==> src/hdl/takf_pkg.sv <==
package takf_pkg;

	localparam int DataW = 32;
	localparam int RegW = 31;
	localparam int CfgIdxW = 2;
	localparam int QuotW = 48;

	localparam logic [RegW-1:0] AngleNoiseRst = 31'd66;
	localparam logic [RegW-1:0] BiasNoiseRst = 31'd197;
	localparam logic [RegW-1:0] MeasNoiseRst = 31'd1966;
	localparam logic [RegW-1:0] PeriodRst = 31'd82;

	typedef enum logic [CfgIdxW-1:0] {
		REG_ANGLE_NOISE = 2'd0,
		REG_BIAS_NOISE = 2'd1,
		REG_MEAS_NOISE = 2'd2,
		REG_PERIOD = 2'd3
	} reg_idx_t;

	// Datapath micro-operations.
	typedef enum logic [4:0] {
		OP_LOAD,       // latch the input sample
		OP_RATE,       // e = rate - bias
		OP_ANGLE_P,    // angle += dt*e
		OP_T,          // t = dt*cov_bb
		OP_INNER,      // inner = (t - ab - ba) + q_angle
		OP_AA_P,       // aa += dt*inner
		OP_AB_BA_P,    // ab -= t; ba -= t
		OP_BB_P,       // bb += q_bias*dt
		OP_YS,         // y and s
		OP_DIV0,       // start k0 division
		OP_DIV1,       // start k1 division
		OP_K0,         // capture k0
		OP_K1,         // capture k1
		OP_ANGLE_C,    // angle += k0*y
		OP_BIAS_C,     // bias += k1*y
		OP_AA_C,
		OP_AB_C,
		OP_BA_C,
		OP_BB_C,
		OP_NONE
	} dp_op_t;

	typedef struct packed {
		dp_op_t op;
	} dp_cmd_t;

	typedef struct packed {
		logic div_busy;
	} dp_stat_t;

	function automatic logic signed [DataW-1:0] sat32(input logic signed [65:0] v);
		logic signed [65:0] hi;
		logic signed [65:0] lo;
		hi = 66'sd2147483647;
		lo = -66'sd2147483648;
		if (v > hi) begin
			return 32'sh7fffffff;
		end else if (v < lo) begin
			return 32'sh80000000;
		end
		return v[DataW-1:0];
	endfunction

endpackage

==> src/hdl/takf_ctrl.sv <==
module takf_ctrl (
	input  logic clk,
	input  logic arst_n,
	input  logic in_fire,
	input  logic out_fire,
	input  takf_pkg::dp_stat_t stat,
	output takf_pkg::dp_cmd_t cmd,
	output logic in_rdy,
	output logic out_vld
);
	typedef enum logic [5:0] {
		ST_IDLE = 6'b000001,
		ST_SEQ  = 6'b000010,
		ST_DIV0 = 6'b000100,
		ST_DIV1 = 6'b001000,
		ST_POST = 6'b010000,
		ST_OUT  = 6'b100000
	} state_t;

	state_t state_q;
	takf_pkg::dp_op_t op_q;
	logic div_go_q;

	always_comb begin
		cmd.op = takf_pkg::OP_NONE;
		unique case (state_q)
			ST_IDLE: if (in_fire) cmd.op = takf_pkg::OP_LOAD;
			ST_SEQ, ST_POST: cmd.op = op_q;
			ST_DIV0: if (div_go_q) cmd.op = takf_pkg::OP_DIV0;
				else if (!stat.div_busy) cmd.op = takf_pkg::OP_K0;
			ST_DIV1: if (div_go_q) cmd.op = takf_pkg::OP_DIV1;
				else if (!stat.div_busy) cmd.op = takf_pkg::OP_K1;
			ST_OUT: cmd.op = takf_pkg::OP_NONE;
			default: cmd.op = takf_pkg::OP_NONE;
		endcase
	end

	assign in_rdy = (state_q == ST_IDLE);
	assign out_vld = (state_q == ST_OUT);

	always_ff @(posedge clk or negedge arst_n) begin
		if (!arst_n) begin
			state_q <= ST_IDLE;
			op_q <= takf_pkg::OP_NONE;
			div_go_q <= 1'b0;
		end else begin
			unique case (state_q)
				ST_IDLE: if (in_fire) begin
					state_q <= ST_SEQ;
					op_q <= takf_pkg::OP_RATE;
				end
				ST_SEQ: if (op_q == takf_pkg::OP_YS) begin
					state_q <= ST_DIV0;
					div_go_q <= 1'b1;
				end else begin
					op_q <= takf_pkg::dp_op_t'(op_q + 1'b1);
				end
				ST_DIV0: if (div_go_q) begin
					div_go_q <= 1'b0;
				end else if (!stat.div_busy) begin
					state_q <= ST_DIV1;
					div_go_q <= 1'b1;
				end
				ST_DIV1: if (div_go_q) begin
					div_go_q <= 1'b0;
				end else if (!stat.div_busy) begin
					state_q <= ST_POST;
					op_q <= takf_pkg::OP_ANGLE_C;
				end
				ST_POST: if (op_q == takf_pkg::OP_BB_C) begin
					state_q <= ST_OUT;
				end else begin
					op_q <= takf_pkg::dp_op_t'(op_q + 1'b1);
				end
				ST_OUT: if (out_fire) state_q <= ST_IDLE;
				default: state_q <= ST_IDLE;
			endcase
		end
	end
endmodule

==> config.mk <==
export PLATFORM = sky130hd
export DESIGN_NAME = takf_ctrl
export DESIGN_NICKNAME = d
export VERILOG_FILES = /design/src/hdl/takf_pkg.sv /design/src/hdl/takf_ctrl.sv
export SDC_FILE = /design/constraint.sdc
export NUM_CORES = 1
export LEC_CHECK = 0
export ABC_AREA = 1
export BUFFER_PORTS_ARGS = -buffer_cell sky130_fd_sc_hd__buf_2
export CAP_MARGIN = 20
export CORE_AREA = 2 2 49 51
export DETAILED_ROUTE_END_ITERATION = 12
export DIE_AREA = 0 0 51 53
export PLACE_DENSITY = 0.77
export SYNTH_ARGS = -nofsm -noshare
export SYNTH_HDL_FRONTEND = slang
export SYNTH_SLANG_ARGS = --single-unit
==> constraint.sdc <==
create_clock -name clk -period 1.8 [get_ports clk]
set_clock_uncertainty 0.15 [all_clocks]
set_input_delay 0.18 -clock clk [delete_from_list [all_inputs] [get_ports clk]]
set_output_delay 0.18 -clock clk [all_outputs]
set_load 0.01 [all_outputs]
==> metrics.yaml <==
swShare: 0.471
synth_ff_type: "dfrtp_1"
fmax_mhz: 499
postRouteAntennaNets: 0
hp-class: "in -> reg"
synth_edf_count: 0
worst_slack_ns: -0.202
rsz0062_at_grt: "true"
timing.rr.start: "state_q[5]"
gp_congestion: 0.887
dp_hpwl_mm: 1.85
die_area_sq_um: 2700
die_h_um: 53
cts.path.max_buffers: 2
holdPathEnd: "state_q[0]"
syn_area_sq_um: 1020
drt-vias-per-instance: 5.21
max_cap_viol_count: 0
antenna_cells: 0
drt_iter0_markers: 38
fin_nets: 196
fin_crit_sh: 1.11
worst_setup_path_end_kind: "primary output"
p_leak_nw: 0.788
outcome: "complete, but fails checks"
area_delta_synth_final_pct: 46.9
wire_per_inst_um: 13.8
worstSetupStartpoint: "state_q[5]"
violations: "negative setup slack"
dp_cells: 191
setup_viol: 5
hp-start: "in_fire"
ys_seq_area_frac: 0.300
slew_violations: 0
drc: 0
dr.pass1.iters: 5
final_area_sq_um: 1490
insertion_delay_ns: 0.27
cts_buffers: 3
vias: 1121
layoutNonFillerInstCount: 215
syn-num-nets: 156
internal_power_w: 0.00112
placed_cell_area_sq_um: 1140
grt_pass1_vias: 1040
powerDensity_nw_per_um2: 1420
fin_crit_ns: 2.00
grt_overflow: 0
crit_type: "reg -> out"
syn_avg_cell_area_sq_um: 6.86
cts_tree: "done"
drive_gt1_frac: 0.471
timing.rr.end: "op_q[0]"
synth_top_cell_area_share: 0.197
final.setup.tns_ns: -0.855
sequentialPowerShare: 0.202
worstPathRequired_ns: 1.47
yosys-top-cells-area: "dfrtp_1 20%, nand2_1 17%, dfstp_2 10%"
worstPathArrival_ns: 1.67
irDropWorstVdd_mv: 0.945
reg2reg_depth: 11
num_io_pins: 12
synthArstFlopShare: 1.00
yosys.area.top_type: "dfrtp_1"
antenna_found_initial: 0
switching_power_w: 0.000998
startpoint_type: "register"
max_slew_margin: 0.804
fillCellCount: 188
wirelength_mm: 2.97
path_clk_slew_ns: 0.08
yosys_register_bits: 12
worst_pin_slew_ns: 0.291
ys_types: 22
ys_warn_count: 0
power_frac_clock: 0.085
grt_pass1_wl_mm: 4.44
cts.htree.levels: 1
hold_viol_final: 0
fin_util: 0.695
power_frac_comb: 0.713
cts_sinks: 12
rows: 17
ys_top_cells_by_count: "46 x nand2_1, 20 x inv_1, 17 x nand3_1"
track_usage: 0.225
netlist_instances: 148
grt_max_degree: 13
reg2reg_slack_ns: 0.02
yosysMostFrequentCell: "nand2_1"
cp_max_fo: 5
core_sq_um: 2150
portBuffers: 11
initial_utilization: 0.473
min_delay_path_depth: 4
die_w_um: 51
cts-root-buf: "clkbuf_4"
through the flow:
step | hold WS [ns] | total power [W] | worst slack (ns)
4_1_cts | 0.0578 | 0.00170 | -0.210
3_5_place_dp | -0.0720 | 0.00137 | 0.0430
6_report | 0.0778 | 0.00212 | -0.202
2_1_floorplan | -0.266 | 0.00111 | 0.176
5_1_grt | 0.0778 | 0.00227 | -0.292
3_3_place_gp | -0.0769 | 0.00135 | 0.0609
power groups by stage:
stage	logic, W	clock network, W	registers, W
after global routing	0.00164	0.000198	0.000432
final	0.00151	0.000180	0.000427
after CTS	0.00109	0.000183	0.000425
after detailed placement	0.000936	0	0.000431
after floorplan	0.000686	0	0.000420
after global placement	0.000921	0	0.000425
final cells by class:
cell class	instances	area (sq um)	share of cell area
well taps	28	35.0	0.0235
repair buffers	36	287	0.192
multi-input cells	114	758	0.508
flip-flops and latches	12	308	0.206
clock buffers	4	26.3	0.0176
inverters	21	78.8	0.0528
how the worst max path moves through the flow:
stage	endpoint	slack [ns]	cells past startpoint
finish	cmd[4]	-0.20	8
detailed placement	cmd[0]	0.04	7
CTS	cmd[0]	-0.21	7
global route	cmd[4]	-0.29	7
floorplan	op_q[2]	0.18	10
global placement	cmd[0]	0.06	7
sequential cells by signal (all words and copies together), names as in the netlist:
name and flops:
op_q 5, div_go_q 1, state_q 6
worst max-delay path, cell delays in order, from the launching register on:
cell,delay (ns)
dfrtp_1,0.42
nor2_4,0.25
buf_6,0.16
nand3_2,0.09
nand3_2,0.09
nor2_4,0.05
nor2_4,0.12
nand3_2,0.09
buf_6,0.13
cell families (layout without fill, tap and decap cells):
group           count (synthesis)  after routing  synth area share
compound gates                  7              7            0.0456
xor+xnor                        3              3            0.0259
fa+ha+maj                       3              3            0.0369
buf+inv                        22             61            0.0813
flops                          12             12             0.300
simple gates                  101            101             0.510
cell usage in the layout, fill, tap and decap left out, types with 3 or more instances in the layout:
master | Yosys | routed
nand3_2 | 3 | 5
nand2_1 | 46 | 35
nand3_1 | 17 | 12
dfstp_2 | 4 | 4
nand2_2 | 3 | 12
nor2_4 | 4 | 8
inv_2 | 1 | 4
dfrtp_1 | 8 | 6
nand3_4 | 1 | 4
ha_1 | 3 | 3
nor2_2 | 4 | 3
buf_6 | 0 | 9
a21oi_1 | 3 | 3
nand2_4 | 2 | 4
buf_4 | 0 | 18
nor2_1 | 13 | 10
clkbuf_4 | 0 | 3
buf_2 | 0 | 8
xor2_1 | 3 | 3
inv_1 | 20 | 17
nand4_1 | 4 | 4
routing by layer:
| metal | wire, um | share of wire | global-route usage | up-vias |
|---|---|---|---|---|
| met5 | 0 | 0 | 0 | - |
| met4 | 27 | 0.0091 | 0.0811 | 0 |
| met3 | 113 | 0.038 | 0.0367 | 6 |
| met2 | 1630 | 0.55 | 0.420 | 34 |
| met1 | 1200 | 0.40 | 0.257 | 529 |
| li1 | - | - | - | 552 |
what timing repair did:
action	4_1_cts	5_1_grt
pin swaps	9	19
gates resized for setup	12	36
buffers inserted	10	9
hold buffers	1	0
setup endpoints to repair	5	16
endpoints found under the hold margin	12	0
No activity file was read; power rests on OpenSTA's default activity.
